File: src/design/cpr_pkg.sv
// ----------------------------------------------------------------------------
// cpr_pkg: shared types and constants for the clock page replacement block
// state codes, result status codes, cell command and row status structs
// ----------------------------------------------------------------------------
package cpr_pkg;

	// controller states, one-hot
	typedef enum logic [3:0] {
		ST_IDLE  = 4'b0001,
		ST_LOOK  = 4'b0010,
		ST_MISS  = 4'b0100,
		ST_SWEEP = 4'b1000
	} cpr_state_t;

	// result status codes
	typedef enum logic [1:0] {
		STATUS_HIT     = 2'd0,
		STATUS_FILL    = 2'd1,
		STATUS_REPLACE = 2'd2
	} cpr_status_t;

	// register map (index taken from paddr[2])
	localparam logic [0:0] REG_FRAMES_IN_USE = 1'b0;
	localparam logic [3:0] FRAMES_IN_USE_RESET = 4'd8;

	// command broadcast to every cell of the row
	typedef struct packed {
		logic tok_load;   // place token at cell sel_idx
		logic tok_step;   // token moves one cell up the row
		logic set_ref;    // token cell sets its reference bit
		logic clr_ref;    // token cell clears its reference bit
		logic wr_tok;     // token cell takes the page, ref set
		logic wr_idx;     // cell sel_idx takes the page, ref set
	} cpr_cell_cmd_t;

	// flags of the cell that holds the token
	typedef struct packed {
		logic hit_any;
		logic ref_any;
	} cpr_row_stat_t;

endpackage

File: src/design/cpr_cell.sv
// ----------------------------------------------------------------------------
// cpr_cell: one resident frame
// holds page, reference bit and the scan token, passes the token up the row
// ----------------------------------------------------------------------------
module cpr_cell #(
	parameter int IDX     = 0,
	parameter int IDX_W   = 3
) (
	input  logic                  clk,
	input  logic                  arst_n,
	input  cpr_pkg::cpr_cell_cmd_t cmd,
	input  logic [IDX_W-1:0]      sel_idx,
	input  logic [7:0]            page,
	input  logic                  tok_in,
	output logic                  tok_out,
	output logic                  hit,
	output logic                  ref_hit
);

	localparam logic [IDX_W-1:0] MY_IDX = IDX_W'(IDX);

	logic [7:0] page_q;
	logic       ref_q;
	logic       tok_q;
	logic       wr;

	assign wr      = (cmd.wr_tok && tok_q) || (cmd.wr_idx && sel_idx == MY_IDX);
	assign tok_out = tok_q;
	assign hit     = tok_q && (page_q == page);
	assign ref_hit = tok_q && ref_q;

	always_ff @(posedge clk or negedge arst_n) begin
		if (!arst_n) begin
			ref_q <= 1'b0;
			tok_q <= 1'b0;
		end else begin
			if (wr || (cmd.set_ref && tok_q)) begin
				ref_q <= 1'b1;
			end else if (cmd.clr_ref && tok_q) begin
				ref_q <= 1'b0;
			end
			if (cmd.tok_load) begin
				tok_q <= (sel_idx == MY_IDX);
			end else if (cmd.tok_step) begin
				tok_q <= tok_in;
			end
		end
	end

	// page storage needs no reset: occupancy comes from the fill count
	always_ff @(posedge clk) begin
		if (wr) begin
			page_q <= page;
		end
	end

endmodule

File: src/design/cpr_ctrl.sv
// ----------------------------------------------------------------------------
// cpr_ctrl: sequencer for the clock page replacement row
// drives the token walk for lookup and sweep, keeps counts and the result word
// ----------------------------------------------------------------------------
module cpr_ctrl #(
	parameter int FRAMES = 8,
	parameter int IDX_W  = 3,
	parameter int CNT_W  = 4
) (
	input  logic                   clk,
	input  logic                   arst_n,
	input  logic [3:0]             frames_in_use,
	input  logic                   in_valid,
	output logic                   in_stall,
	input  logic [7:0]             page,
	output logic                   out_valid,
	input  logic                   out_stall,
	output logic [1:0]             status,
	output logic [2:0]             slot,
	output logic [2:0]             hand,
	output logic [31:0]            hit_total,
	output logic [31:0]            fault_total,
	output logic [31:0]            replace_total,
	output cpr_pkg::cpr_cell_cmd_t cmd,
	output logic [IDX_W-1:0]       sel_idx,
	output logic [7:0]             pg,
	input  cpr_pkg::cpr_row_stat_t row
);

	cpr_pkg::cpr_state_t  state_q, state_n;
	cpr_pkg::cpr_status_t status_q, status_n;

	logic [7:0]       pg_q;
	logic [CNT_W-1:0] n_q, used_q, filled_q, filled_n;
	logic [IDX_W-1:0] pos_q, pos_n, clock_pos_q, clock_pos_n;
	logic [IDX_W-1:0] slot_q, slot_n, start_idx, pos_inc;
	logic [31:0]      hits_q, faults_q, repl_q;
	logic             hit_inc, fault_inc, repl_inc;
	logic             out_valid_q, out_set, out_free, accept;
	logic [CNT_W-1:0] n_c, used_c, pos_ext;
	logic             last_used, last_n;
	logic [IDX_W+2:0] slot_wide, hand_wide;

	// effective frame count: zero reads as one, clamp at the built count
	always_comb begin
		if (frames_in_use == 4'd0) begin
			n_c = CNT_W'(1);
		end else if (32'(frames_in_use) > FRAMES) begin
			n_c = CNT_W'(FRAMES);
		end else begin
			n_c = CNT_W'(frames_in_use);
		end
		used_c = (filled_q < n_c) ? filled_q : n_c;
	end

	assign accept    = in_valid && (state_q == cpr_pkg::ST_IDLE);
	assign in_stall  = (state_q != cpr_pkg::ST_IDLE);
	assign out_free  = !out_valid_q || !out_stall;
	assign pos_ext   = CNT_W'(pos_q);
	assign last_used = (pos_ext + CNT_W'(1)) == used_q;
	assign last_n    = (pos_ext + CNT_W'(1)) == n_q;
	assign pos_inc   = IDX_W'(pos_ext + CNT_W'(1));
	assign start_idx = (CNT_W'(clock_pos_q) < n_q) ? clock_pos_q : '0;

	always_comb begin
		state_n     = state_q;
		status_n    = status_q;
		slot_n      = slot_q;
		pos_n       = pos_q;
		filled_n    = filled_q;
		clock_pos_n = clock_pos_q;
		hit_inc     = 1'b0;
		fault_inc   = 1'b0;
		repl_inc    = 1'b0;
		out_set     = 1'b0;
		cmd         = '0;
		sel_idx     = '0;
		case (state_q)
			cpr_pkg::ST_IDLE: begin
				if (accept) begin
					if (used_c == '0) begin
						state_n = cpr_pkg::ST_MISS;
					end else begin
						cmd.tok_load = 1'b1;
						pos_n        = '0;
						state_n      = cpr_pkg::ST_LOOK;
					end
				end
			end
			cpr_pkg::ST_LOOK: begin
				if (row.hit_any) begin
					if (out_free) begin
						cmd.set_ref = 1'b1;
						status_n    = cpr_pkg::STATUS_HIT;
						slot_n      = pos_q;
						hit_inc     = 1'b1;
						out_set     = 1'b1;
						state_n     = cpr_pkg::ST_IDLE;
					end
				end else if (last_used) begin
					state_n = cpr_pkg::ST_MISS;
				end else begin
					cmd.tok_step = 1'b1;
					pos_n        = pos_inc;
				end
			end
			cpr_pkg::ST_MISS: begin
				if (filled_q < n_q) begin
					if (out_free) begin
						cmd.wr_idx = 1'b1;
						sel_idx    = filled_q[IDX_W-1:0];
						status_n   = cpr_pkg::STATUS_FILL;
						slot_n     = filled_q[IDX_W-1:0];
						filled_n   = filled_q + CNT_W'(1);
						fault_inc  = 1'b1;
						out_set    = 1'b1;
						state_n    = cpr_pkg::ST_IDLE;
					end
				end else begin
					cmd.tok_load = 1'b1;
					sel_idx      = start_idx;
					pos_n        = start_idx;
					state_n      = cpr_pkg::ST_SWEEP;
				end
			end
			cpr_pkg::ST_SWEEP: begin
				if (row.ref_any) begin
					cmd.clr_ref = 1'b1;
					if (last_n) begin
						cmd.tok_load = 1'b1;
						pos_n        = '0;
					end else begin
						cmd.tok_step = 1'b1;
						pos_n        = pos_inc;
					end
				end else if (out_free) begin
					cmd.wr_tok  = 1'b1;
					status_n    = cpr_pkg::STATUS_REPLACE;
					slot_n      = pos_q;
					clock_pos_n = last_n ? '0 : pos_inc;
					fault_inc   = 1'b1;
					repl_inc    = 1'b1;
					out_set     = 1'b1;
					state_n     = cpr_pkg::ST_IDLE;
				end
			end
			default: begin
				state_n = cpr_pkg::ST_IDLE;
			end
		endcase
	end

	always_ff @(posedge clk or negedge arst_n) begin
		if (!arst_n) begin
			state_q     <= cpr_pkg::ST_IDLE;
			filled_q    <= '0;
			clock_pos_q <= '0;
			hits_q      <= '0;
			faults_q    <= '0;
			repl_q      <= '0;
			out_valid_q <= 1'b0;
		end else begin
			state_q     <= state_n;
			filled_q    <= filled_n;
			clock_pos_q <= clock_pos_n;
			if (hit_inc && hits_q != '1) begin
				hits_q <= hits_q + 32'd1;
			end
			if (fault_inc && faults_q != '1) begin
				faults_q <= faults_q + 32'd1;
			end
			if (repl_inc && repl_q != '1) begin
				repl_q <= repl_q + 32'd1;
			end
			if (out_set) begin
				out_valid_q <= 1'b1;
			end else if (!out_stall) begin
				out_valid_q <= 1'b0;
			end
		end
	end

	always_ff @(posedge clk) begin
		if (accept) begin
			pg_q   <= page;
			n_q    <= n_c;
			used_q <= used_c;
		end
		pos_q    <= pos_n;
		status_q <= status_n;
		slot_q   <= slot_n;
	end

	assign slot_wide = {3'b000, slot_q};
	assign hand_wide = {3'b000, clock_pos_q};

	assign pg            = pg_q;
	assign out_valid     = out_valid_q;
	assign status        = status_q;
	assign slot          = slot_wide[2:0];
	assign hand          = hand_wide[2:0];
	// counts only move when the result word is free, so they hold with it
	assign hit_total     = hits_q;
	assign fault_total   = faults_q;
	assign replace_total = repl_q;

endmodule

File: src/design/clock_page_replacement.sv
// ----------------------------------------------------------------------------
// clock_page_replacement: second-chance clock page replacement
// operation: a lookup walks the token from frame 0 through the used frames; a hit
//   ends it, a miss fills the next free frame or sweeps from the hand, clearing
//   reference bits until a frame with a clear bit is replaced
// throughput: one word at a time; the next word is taken the cycle after a result
//   is registered, and the token walks one frame per cycle
// reset: all frames empty, reference bits, hand and counts zero, frames_in_use 8
// ----------------------------------------------------------------------------
module clock_page_replacement #(
	parameter int FRAMES = 8   // built frame count, 1..8
) (
	input  logic        clk,
	input  logic        arst_n,
	// configuration port
	input  logic        psel,
	input  logic        penable,
	input  logic        pwrite,
	input  logic [2:0]  paddr,
	input  logic [31:0] pwdata,
	output logic [31:0] prdata,
	output logic        pready,
	// reference input
	input  logic        in_valid,
	output logic        in_stall,
	input  logic [7:0]  page,
	// result output
	output logic        out_valid,
	input  logic        out_stall,
	output logic [1:0]  status,
	output logic [2:0]  slot,
	output logic [2:0]  hand,
	output logic [31:0] hit_total,
	output logic [31:0] fault_total,
	output logic [31:0] replace_total
);

	// frame index width and fill count width (count reaches FRAMES)
	localparam int IDX_W = (FRAMES > 1) ? $clog2(FRAMES) : 1;
	localparam int CNT_W = $clog2(FRAMES + 1);

	logic [3:0]             frames_in_use_q;
	cpr_pkg::cpr_cell_cmd_t cmd;
	cpr_pkg::cpr_row_stat_t row;
	logic [IDX_W-1:0]       sel_idx;
	logic [7:0]             pg;
	logic [FRAMES-1:0]      tok, hit_v, ref_v;

	// register file: only frames_in_use, upper address word is ignored
	assign pready = 1'b1;

	always_ff @(posedge clk or negedge arst_n) begin
		if (!arst_n) begin
			frames_in_use_q <= cpr_pkg::FRAMES_IN_USE_RESET;
		end else if (psel && penable && pwrite && pready
				&& paddr[2] == cpr_pkg::REG_FRAMES_IN_USE) begin
			frames_in_use_q <= pwdata[3:0];
		end
	end

	// reads decode the full word address, anything else reads as zero
	assign prdata = (paddr[2] == cpr_pkg::REG_FRAMES_IN_USE && paddr[1:0] == 2'b00)
		? {28'd0, frames_in_use_q} : 32'd0;

	// sequencer: accepts a reference, walks the token through the row for the
	// lookup, then fills the next free frame or sweeps the clock hand
	cpr_ctrl #(
		.FRAMES (FRAMES),
		.IDX_W  (IDX_W),
		.CNT_W  (CNT_W)
	) u_ctrl (
		.clk           (clk),
		.arst_n        (arst_n),
		.frames_in_use (frames_in_use_q),
		.in_valid      (in_valid),
		.in_stall      (in_stall),
		.page          (page),
		.out_valid     (out_valid),
		.out_stall     (out_stall),
		.status        (status),
		.slot          (slot),
		.hand          (hand),
		.hit_total     (hit_total),
		.fault_total   (fault_total),
		.replace_total (replace_total),
		.cmd           (cmd),
		.sel_idx       (sel_idx),
		.pg            (pg),
		.row           (row)
	);

	// row of frame cells; the token enters at cell 0 only by a load, and the
	// sequencer reloads it at cell 0 when the hand wraps past the last frame
	for (genvar i = 0; i < FRAMES; i++) begin : g_cell
		logic tok_in;
		if (i == 0) begin : g_first
			assign tok_in = 1'b0;
		end else begin : g_next
			assign tok_in = tok[i-1];
		end
		cpr_cell #(
			.IDX   (i),
			.IDX_W (IDX_W)
		) u_cell (
			.clk     (clk),
			.arst_n  (arst_n),
			.cmd     (cmd),
			.sel_idx (sel_idx),
			.page    (pg),
			.tok_in  (tok_in),
			.tok_out (tok[i]),
			.hit     (hit_v[i]),
			.ref_hit (ref_v[i])
		);
	end

	// only the token cell can raise a flag, so an or over the row selects it
	assign row.hit_any = |hit_v;
	assign row.ref_any = |ref_v;

endmodule

File: config.mk
export PLATFORM = sky130hd
export DESIGN_NAME = clock_page_replacement
export DESIGN_NICKNAME = d
export VERILOG_FILES = /design/src/design/cpr_pkg.sv /design/src/design/cpr_cell.sv /design/src/design/cpr_ctrl.sv /design/src/design/clock_page_replacement.sv
export SDC_FILE = /design/constraint.sdc
export NUM_CORES = 1
export LEC_CHECK = 0
export BUFFER_PORTS_ARGS = -buffer_cell sky130_fd_sc_hd__clkbuf_2
export CAP_MARGIN = 20
export CORE_ASPECT_RATIO = 0.7
export CORE_MARGIN = 4
export CORE_UTILIZATION = 45
export DETAILED_ROUTE_END_ITERATION = 7
export HOLD_SLACK_MARGIN = 0.1
export PLACE_DENSITY = 0.68
export SYNTH_ARGS = -nofsm -noshare
export SYNTH_HDL_FRONTEND = slang
export SYNTH_HIERARCHICAL = 1
export SYNTH_SLANG_ARGS = --single-unit
File: constraint.sdc
create_clock -name clk -period 4.26 [get_ports clk]
set_input_delay 0.213 -clock clk [delete_from_list [all_inputs] [get_ports clk]]
set_output_delay 0.213 -clock clk [all_outputs]
set_load 0.01 [all_outputs]
==> flow_summary.ini, run 1 <==
[cts]
cts_buffers = 23
root_buffer = clkbuf_16
cts_sinks = 216
clk_pin_slew_ns = 0.06
cts_tree = yes
htree_levels = 1
clockBufferDepth = 3
postCtsSetupBuffers = 0
worstSkewPairLatency_ns = 0.51

[timing]
min_period_ns = 3.36
slew_headroom = 0.379
setup_tns_ns = 0
grt_setup_unrepaired = no
setup_viol = 0
final_max_slew_viol_count = 0
min_period_over_period = 0.788
skew_ns = 0.0157
worst_slew_pin_slew_ns = 0.923
fmax_mhz = 298
hold_violations = 0
setup_slack_ns = 0.903

[floorplan]
start_util = 0.456
die_area_um2 = 26500
die_h_um = 137
core-area_um2 = 23600
die_width_um = 193
ios = 189
rows = 47

[critical_path]
critical_path_class = flip-flop to flip-flop
reg2reg_slack_ns = 0.90
critPathArrivalTime_ns = 3.48
cp.required_ns = 4.39
end_kind = flip-flop
start_kind = flip-flop
r2r_start = u_ctrl/pg[1]$_DFFE_PP_
r2r.worst_path.cells = 9
worstPathMaxFanout = 13
r2r-end = u_ctrl/pos_q[2]$_DFFE_PP_

[yosys]
synth_edf_count = 88
netlist_area_um2 = 10700
synth_flop_cell = dfrtp_1
yosysWarningCount = 6
ys_ff_latch = 216
avgSynthCellArea_um2 = 11.5
yosysSeqAreaShare = 0.544
syn_inst = 932
synthArstFlopShare = 0.593
ys_types = 77

[worst_hold_path]
min_to = u_ctrl/state_q[3]$_DFFE_PN0P_
hold_path_depth = 3
hold_class = primary input to flip-flop
hold_start = out_stall

[finish]
diodes = 0
multiInputGateArea_um2 = 4600
final_core_util = 0.536
fillCellCount = 2019
syn_to_final_growth_pct = 17.7
regArea_um2 = 5850
nets = 1168
layout-drive-gt1-share = 0.194

[routing]
routed.top_layer = met4
first_pass_iters = 5
dr_total_vias = 7640
ant_nets = 0
wl_met2_mm = 9.38
wl_met3_mm = 1.78
drtIter0Drc = 667
routed_wirelength_mm = 24.0
wl_per_cell_um = 16.6
met1_length_mm = 12.5
routed_via_density = 5.31
drc = 0

[grt]
groute.usage.overall = 0.180
antenna_found_initial = 0
grt_pass1_wl_mm = 39.1
grt_remaining_overflow = 0
grt_pass1_vias = 7181
grt_max_degree = 66

[placement]
gp_congestion = 0.922
pre_cts_ws_ns = 0.963
port_buffers = 131
place_hpwl_mm = 16.9

[flow_run]
max-cap-violations = 0

[outcome]
status = finished, final reports clean

[power]
powerDensity_nw_per_um2 = 452
power.leakage_nw = 5.46
peakVddDrop_mv = 0.282
metal layers:
layer  GRT usage  vias up
met5           0        -
met4      0.0301        0
met3      0.0456       30
met2       0.236      228
met1       0.298     3693
li1            -     3689
synth_stat cells, drive strengths merged (8+ instances only):
| cell | instances | area (µm²) |
|---|---|---|
| nand3 | 47 | 248 |
| dfrtp | 126 | 3150 |
| nor3 | 39 | 205 |
| and4 | 12 | 105 |
| mux2i | 9 | 90.1 |
| clkbuf | 9 | 33.8 |
| xor2 | 43 | 377 |
| a21oi | 9 | 45.0 |
| nand4 | 48 | 300 |
| xnor2 | 124 | 1090 |
| buf | 38 | 274 |
| nand2 | 91 | 344 |
| nor4 | 24 | 169 |
| a221o | 9 | 90.1 |
| nor2 | 23 | 86.3 |
| edfxtp | 88 | 2640 |
| and3 | 22 | 138 |
| and2 | 17 | 109 |
| ha | 13 | 163 |
| o21ai | 17 | 85.1 |
| a22o | 10 | 91.3 |
| inv | 26 | 97.6 |
| mux2 | 8 | 90.1 |
metrics by stage:
stage	area, µm²	total power (W)	cells	hold WS (ns)
2_1_floorplan	10900	0.00343	960	-0.0826
3_3_place_gp	11700	0.00377	1379	0.388
3_5_place_dp	11700	0.00379	1379	0.392
4_1_cts	12600	0.00575	1439	0.164
5_1_grt	12600	0.00600	1440	0.187
6_report	12600	0.00571	1440	0.192
critical path, cell delays in order, from the launching register on:
cell and delay, ns:
edfxtp_1 0.44, buf_4 0.23, xnor2_1 0.13, nand2_1 0.08
nor3_1 0.06, nor4_1 0.52, nand2_1 0.27, and2_1 0.22
or2_1 0.26, nor4bb_1 0.76
final cells by class:
type,count,area share
inverters,27,0.00811
multi-input cells,670,0.363
repair buffers,167,0.0780
flip-flops and latches,216,0.462
clock buffers,32,0.0498
well taps,318,0.0315
clock inverters,10,0.00693
flip-flops by register name, indices dropped and copies added, names as in the netlist:
register               count
u_ctrl/hit_total          32
u_ctrl/slot                3
u_ctrl/state_q             4
u_ctrl/filled_q            4
u_ctrl/hand                3
u_ctrl/pos_q               3
u_ctrl/used_q              4
u_ctrl/out_valid           1
g_cell.u_cell/ref_q        8
u_ctrl/replace_total      32
g_cell.u_cell/page_q      64
u_ctrl/n_q                 4
u_ctrl/fault_total        32
u_ctrl/pg                  8
u_ctrl/status              2
frames_in_use_q            4
g_cell.u_cell/tok_out      8
report_power, final:
group          switching, W  internal [W]  total (W)
Combinational      0.000688      0.000485    0.00117
Sequential         0.000225       0.00240    0.00262
Clock              0.000816       0.00110    0.00192
Total               0.00173       0.00398    0.00571
kinds of logic (layout without fill, tap and decap cells):
kind of cell | count (synthesis) | count (layout) | share of synthesized area
buffers and inverters | 74 | 236 | 0.0382
multiplexers | 17 | 17 | 0.0168
AO/OA/AOI/OAI | 82 | 82 | 0.0589
AND/OR/NAND/NOR | 361 | 361 | 0.190
flip-flops | 216 | 216 | 0.544
adder cells (fa/ha/maj) | 13 | 13 | 0.0151
XOR/XNOR | 167 | 167 | 0.136
other | 2 | 30 | 0.000699
worst max-delay path by stage:
| stage | to | slack [ns] | cells after the start | from |
|---|---|---|---|---|
| 2_1_floorplan | g_cell[2].u_cell/page_q[0]$_DFFE_PP_ | 1.18 | 7 | u_ctrl/filled_q[2]$_DFFE_PN0P_ |
| 3_3_place_gp | u_ctrl/pos_q[1]$_DFFE_PP_ | 0.99 | 9 | u_ctrl/pg[1]$_DFFE_PP_ |
| 3_5_place_dp | u_ctrl/pos_q[1]$_DFFE_PP_ | 0.96 | 9 | u_ctrl/pg[1]$_DFFE_PP_ |
| 4_1_cts | u_ctrl/pos_q[1]$_DFFE_PP_ | 0.96 | 9 | u_ctrl/pg[1]$_DFFE_PP_ |
| 5_1_grt | u_ctrl/pos_q[1]$_DFFE_PP_ | 0.59 | 9 | u_ctrl/pg[1]$_DFFE_PP_ |
| 6_report | u_ctrl/pos_q[2]$_DFFE_PP_ | 0.90 | 9 | u_ctrl/pg[1]$_DFFE_PP_ |
cell usage in the layout, fill, tap and decap left out, drive strengths merged, types with 7 or more instances in the layout:
| master | synthesis | final |
|---|---|---|
| a21oi | 9 | 9 |
| a221o | 9 | 9 |
| a22o | 10 | 10 |
| and2 | 17 | 17 |
| and3 | 22 | 22 |
| and4 | 12 | 12 |
| buf | 38 | 19 |
| clkbuf | 9 | 162 |
| clkinv | 1 | 7 |
| conb | 2 | 30 |
| dfrtp | 126 | 126 |
| dlygate4sd3 | 0 | 18 |
| edfxtp | 88 | 88 |
| ha | 13 | 13 |
| inv | 26 | 27 |
| mux2 | 8 | 8 |
| mux2i | 9 | 9 |
| nand2 | 91 | 91 |
| nand3 | 47 | 47 |
| nand4 | 48 | 48 |
| nor2 | 23 | 23 |
| nor3 | 39 | 39 |
| nor4 | 24 | 24 |
| o21ai | 17 | 17 |
| xnor2 | 124 | 124 |
| xor2 | 43 | 43 |
timing repair:
action	4_1_cts	5_1_grt
gates resized for setup	0	0
hold endpoints to repair	75	0
hold buffers	18	0
Note: power is estimated with default switching activity, not from simulation.
==> inputs of run 2 (changes only) <==
==> constraint.sdc (replaced) <==
create_clock -name clk -period 3.5 [get_ports clk]
set_input_delay 0.175 -clock clk [delete_from_list [all_inputs] [get_ports clk]]
set_output_delay 0.175 -clock clk [all_outputs]
set_load 0.01 [all_outputs]
==> run 2 against run 1 <==
Against the previous run: first-iteration DRC count decreased by 14%; via count rose by 1.4%; combinational power grew 24%; final cell count up 0.28%; non-clock buffer count is 7 higher; sequential share of layout area down 0.20 points; critical endpoint is now g_cell[1].u_cell/page_q[1]$_DFFE_PP_.
==> flow_summary.ini, run 2 (synthesized netlist as in run 1, its figures left out) <==
[grt]
grt_pass1_wl_mm = 39.9
antenna_found_initial = 0
grt_remaining_overflow = 0
grt_pass1_vias = 7385
grt_max_degree = 74
groute.usage.overall = 0.184

[power]
peakVddDrop_mv = 0.376
powerDensity_nw_per_um2 = 549
power.leakage_nw = 5.50

[cts]
cts_tree = yes
cts_hold_buf = 18
postCtsSetupBuffers = 0
cts_buffers = 23
clk_pin_slew_ns = 0.06
cts_sinks = 216
root_buffer = clkbuf_16
clockBufferDepth = 3
htree_levels = 1
worstSkewPairLatency_ns = 0.50
cts_resized = 0

[routing]
routed_via_density = 5.36
drc = 0
dr_total_vias = 7745
routed_wirelength_mm = 24.5
drtIter0Drc = 572
ant_nets = 0
first_pass_iters = 7
wl_per_cell_um = 17.0

[placement]
port_buffers = 131
gp_congestion = 0.881
pre_cts_ws_ns = 0.263
place_hpwl_mm = 17.4

[worst_hold_path]
hold_path_depth = 3
hold_class = primary input to flip-flop
min_to = u_ctrl/state_q[3]$_DFFE_PN0P_
hold_start = out_stall

[critical_path]
critical_path_class = flip-flop to flip-flop
worstPathMaxFanout = 15
r2r-end = g_cell[1].u_cell/page_q[1]$_DFFE_PP_
startpoint = u_ctrl/n_q[2]$_DFFE_PP_
r2r_start = u_ctrl/n_q[2]$_DFFE_PP_
critPathArrivalTime_ns = 3.36
start_kind = flip-flop
cp.required_ns = 3.64
end_kind = flip-flop
r2r.worst_path.cells = 9
reg2reg_slack_ns = 0.28

[timing]
grt_setup_unrepaired = no
min_period_over_period = 0.921
worst_slew_pin_slew_ns = 0.946
hold_violations = 0
final_max_slew_viol_count = 0
setup_slack_ns = 0.278
skew_ns = 0.0162
setup_tns_ns = 0
setup_viol = 0
slew_headroom = 0.364
fmax_mhz = 310
min_period_ns = 3.22

[outcome]
status = finished, final reports clean

[finish]
top_register = g_cell.u_cell/page_q
largest_reg_flops = 64
nets = 1175
mostFrequentLayoutCell = clkbuf_2
fillCellCount = 2073
diodes = 0
final_core_util = 0.539
final_cell_mix = clkbuf_2 (130), dfrtp_1 (126), xnor2_1 (124)
layout-drive-gt1-share = 0.198
syn_to_final_growth_pct = 18.2

[floorplan]
die_h_um = 137
ios = 189
die_area_um2 = 26500
core-area_um2 = 23600
die_width_um = 193
start_util = 0.456
rows = 47

[flow_run]
max-cap-violations = 0
==> run 2: changes by cell type in the layout (fill, tap and decap cells not counted), sizes merged <==
cell      delta
clkinvlp     -2
clkbuf       +2
clkinv       -3
buf          +7
==> run 2: layer usage <==
metal / vias to the layer above / wire (µm) / global-route usage
met2: 272 / 9820 / 0.245
li1: 3699 / - / -
met3: 20 / 2030 / 0.0426
met4: 0 / 253 / 0.0257
met5: - / 0 / 0
met1: 3754 / 12400 / 0.307
==> run 2: per-stage QoR <==
step / cell area, µm² / total power [W] / instances / hold WS [ns]
3_5_place_dp: 11800 / 0.00463 / 1386 / 0.295
2_1_floorplan: 10900 / 0.00417 / 960 / -0.121
3_3_place_gp: 11800 / 0.00461 / 1386 / 0.300
5_1_grt: 12700 / 0.00738 / 1444 / 0.124
4_1_cts: 12700 / 0.00704 / 1443 / 0.115
6_report: 12700 / 0.00698 / 1444 / 0.141
==> run 2: worst max-delay path, cell delays in order, from the launching register on <==
cell      delay (ns)
edfxtp_1        0.36
inv_1           0.13
ha_1            0.26
a211oi_1        0.33
o21ai_1         0.18
a211oi_2        0.24
buf_4           0.24
a22o_1          0.33
nor3b_1         0.35
a22o_1          0.46
==> run 2: where the power goes <==
group          switching (W)  internal [W]  total (W)
Clock               0.000956       0.00139    0.00234
Sequential          0.000272       0.00292    0.00319
Combinational       0.000839      0.000609    0.00145
==> run 2: worst max-delay path by stage <==
stage                                           endpoint  cells after the start
floorplan           g_cell[2].u_cell/page_q[0]$_DFFE_PP_                      7
CTS                 g_cell[0].u_cell/tok_out$_DFFE_PN0P_                      8
global route        g_cell[1].u_cell/page_q[2]$_DFFE_PP_                      9
global placement    g_cell[1].u_cell/tok_out$_DFFE_PN0P_                      9
detailed placement  g_cell[2].u_cell/tok_out$_DFFE_PN0P_                      8
finish              g_cell[1].u_cell/page_q[1]$_DFFE_PP_                      9
==> run 2: final cells by class <==
type | instances | area [µm²] | share of cell area
repair buffers | 174 | 1040 | 0.0817
inverters | 27 | 103 | 0.00808
well taps | 318 | 398 | 0.0313
clock inverters | 5 | 53.8 | 0.00424
multi-input cells | 670 | 4600 | 0.362
flip-flops and latches | 216 | 5850 | 0.460
clock buffers | 34 | 667 | 0.0525
==> inputs of run 3 (changes only) <==
--- a/config.mk
+++ b/config.mk
@@ -5,6 +5,7 @@
 export SDC_FILE = /design/constraint.sdc
 export NUM_CORES = 1
 export LEC_CHECK = 0
+export ABC_AREA = 1
 export BUFFER_PORTS_ARGS = -buffer_cell sky130_fd_sc_hd__clkbuf_2
 export CAP_MARGIN = 20
 export CORE_ASPECT_RATIO = 0.7
==> constraint.sdc (replaced) <==
create_clock -name clk -period 3.59 [get_ports clk]
set_input_delay 0.1795 -clock clk [delete_from_list [all_inputs] [get_ports clk]]
set_output_delay 0.1795 -clock clk [all_outputs]
set_load 0.01 [all_outputs]
==> run 3 against run 2 <==
Against the previous run: synthesized cell count is 53% higher; critical path depth grew 6; sequential power rose by 3%; worst hold slack better by 0.029 ns; final cell count is 35% higher; power up 2.3%; critical path type unchanged; clock power is essentially flat; largest cell class unchanged; clock-buffer cell count decreased by 6; via count grew 24%; utilization is 0.43 points higher; register-to-register slack better by 0.27 ns; synthesized area up 8.5%.
==> flow_summary.ini, run 3 <==
[critical_path]
critPathArrivalTime_ns = 3.48
critical_path_class = flip-flop to flip-flop
r2r-end = u_ctrl/hit_total[29]$_DFFE_PN0P_
max_stage_delay_ns = 0.92
crit_end = u_ctrl/hit_total[29]$_DFFE_PN0P_
end_kind = flip-flop
r2r.worst_path.cells = 15
critPathTopFamily = simple AND/OR/NAND/NOR gates
cp.required_ns = 4.04
r2r_start = u_ctrl/pg[2]$_DFFE_PP_
cp_common_cell = nor2_1
worstPathMaxFanout = 24
crit_buf_inv = 2
start_kind = flip-flop
worstSetupPathDepth = 15
reg2reg_slack_ns = 0.55
startpoint = u_ctrl/pg[2]$_DFFE_PP_
path_cells = inv_1 -> nand2_1 -> nand2_1 -> nor2_1 -> nand3_1 -> nor2_1 -> nor2_1 -> nand4_1 -> nand2_1 -> nor2_1 -> nand2_2 -> inv_1 -> nand2_1 -> nor2_1 -> xor2_1
critPathSlowestCell = edfxtp_1

[floorplan]
die_h_um = 143
die_area_um2 = 28600
ios = 189
start_util = 0.466
rows = 48
die_width_um = 200
core-area_um2 = 25000

[cts]
cts_buffers = 22
root_buffer = clkbuf_16
htree_levels = 1
postCtsSetupBuffers = 0
clk_pin_slew_ns = 0.06
cts_hold_buf = 22
cts_sinks = 216
cts_tree = yes
cts_resized = 0
clockBufferDepth = 3
worstSkewPairLatency_ns = 0.52

[finish]
nets = 1665
syn_to_final_growth_pct = 16.6
diodes = 0
top_register = g_cell.u_cell/page_q
layout-drive-gt1-share = 0.137
multiInputGateArea_um2 = 4810
mostFrequentLayoutCell = nand2_1
regArea_um2 = 5850
stdcell_count = 1943
largest_reg_flops = 64
final_cell_mix = nand2_1 (405), inv_1 (209), nor2_1 (191)
final_area_um2 = 13600
fillCellCount = 2280

[routing]
routed_via_density = 4.94
wl_per_cell_um = 14.3
first_pass_iters = 5
ant_nets = 0
drc = 0
routed_wirelength_mm = 27.8
drtIter0Drc = 770
dr_total_vias = 9596

[yosys]
synthArstFlopShare = 0.593
synth_top_cell_by_area = dfrtp_1
synth_edf_count = 88
yosysWarningCount = 6
avgSynthCellArea_um2 = 8.19
ys_types = 44
netlist_area_um2 = 11700
ys_ff_latch = 216
synth.most_common_cell = nand2_1
synth_commonest_cells = nand2_1 (405), inv_1 (209), nor2_1 (191)
synthTopCellsByArea = dfrtp_1 (27%), edfxtp_1 (23%), nand2_1 (13%)
yosysTopAreaCellShare = 0.270
syn_inst = 1423
yosysSeqAreaShare = 0.502
synth_flop_cell = dfrtp_1

[timing]
setup_viol = 0
min_period_ns = 3.04
worst_slew_pin_slew_ns = 0.986
skew_ns = 0.0135
slew_headroom = 0.342
hold_violations = 0
fmax_mhz = 329
grt_setup_unrepaired = no
min_period_over_period = 0.846
final_max_slew_viol_count = 0
setup_slack_ns = 0.552
setup_tns_ns = 0

[grt]
antenna_found_initial = 0
grt_pass1_wl_mm = 45.7
groute.usage.overall = 0.191
grt_max_degree = 107
grt_remaining_overflow = 0
grt_pass1_vias = 9107

[power]
power.leakage_nw = 6.87
peakVddDrop_mv = 0.303
powerDensity_nw_per_um2 = 525

[placement]
pre_cts_ws_ns = 0.428
place_hpwl_mm = 19.7
port_buffers = 131
gp_congestion = 0.924
dpl_cell_area_um2 = 12600
dp_cells = 1880

[worst_hold_path]
hold_class = primary input to flip-flop

[outcome]
status = finished, final reports clean

[flow_run]
max-cap-violations = 0
## run 3: cell count changes after synthesis, sizes merged, moves of 10 or more
cell,before,now
nor3,39,27
o21ai,17,42
nor2,23,202
inv,26,219
xnor2,124,34
nand2,91,410
xor2,43,63
and3,22,1
and4,12,0
nor4,24,11
and2,17,0
a22o,10,0
nand3,47,63
## run 3: stage by stage
| step | total power (W) | util | hold WS (ns) |
|---|---|---|---|
| 4_1_cts | 0.00719 | 0.543 | 0.139 |
| 3_5_place_dp | 0.00480 | 0.505 | 0.358 |
| 3_3_place_gp | 0.00474 | 0.505 | 0.358 |
| 5_1_grt | 0.00758 | 0.543 | 0.204 |
| 2_1_floorplan | 0.00430 | - | -0.116 |
| 6_report | 0.00714 | 0.543 | 0.170 |
## run 3: worst register-to-register path, cell delays in order (launching register included)
cell and delay, ns:
edfxtp_1 0.92, inv_1 0.12, nand2_1 0.08, nand2_1 0.04, nor2_1 0.10, nand3_1 0.08, nor2_1 0.20, nor2_1 0.06
nand4_1 0.14, nand2_1 0.09, nor2_1 0.25, nand2_2 0.09, inv_1 0.33, nand2_1 0.16, nor2_1 0.15, xor2_1 0.15
## run 3: how the worst min path moves through the flow
stage / from / end / slack, ns / depth (start not counted)
2_1_floorplan: arst_n / frames_in_use_q[0]$_DFFE_PN0P_ / -0.12 / 0
3_3_place_gp: page[1] / u_ctrl/pg[1]$_DFFE_PP_ / 0.36 / 1
3_5_place_dp: page[0] / u_ctrl/pg[0]$_DFFE_PP_ / 0.36 / 1
4_1_cts: in_valid / u_ctrl/state_q[2]$_DFFE_PN0P_ / 0.14 / 5
5_1_grt: in_valid / u_ctrl/state_q[2]$_DFFE_PN0P_ / 0.20 / 5
6_report: in_valid / u_ctrl/state_q[2]$_DFFE_PN0P_ / 0.17 / 5
## run 3: where the power goes
part | internal (W) | leakage [nW] | switching (W) | total, W
Combinational | 0.000570 | 4.02 | 0.000958 | 0.00153
Sequential | 0.00290 | 2.49 | 0.000368 | 0.00327
Clock | 0.00136 | 0.359 | 0.000980 | 0.00234
Total | 0.00483 | 6.87 | 0.00231 | 0.00714
## run 3: final cells by class
class | instances | share of cell area
clock buffers | 28 | 0.0452
clock inverters | 12 | 0.00865
inverters | 219 | 0.0606
multi-input cells | 977 | 0.354
flip-flops and latches | 216 | 0.430
well taps | 325 | 0.0299
repair buffers | 166 | 0.0719
## run 3: routing by layer
metal  routed length (µm)  vias to the layer above  global-route usage
met2                11700                      278               0.285
met5                    0                        -                   0
met1                13600                     4494               0.290
met4                  435                        0              0.0329
li1                     -                     4787                   -
met3                 2040                       37              0.0440
## run 3: logic make-up (layout without fill, tap and decap cells)
group,after synthesis,in the layout,synth area share
AO/OA/AOI/OAI,75,75,0.0382
XOR/XNOR,97,97,0.0729
adder cells (fa/ha/maj),13,13,0.0140
buffers and inverters,258,425,0.0949
flip-flops,216,216,0.502
other,2,30,0.000644
AND/OR/NAND/NOR,762,762,0.278
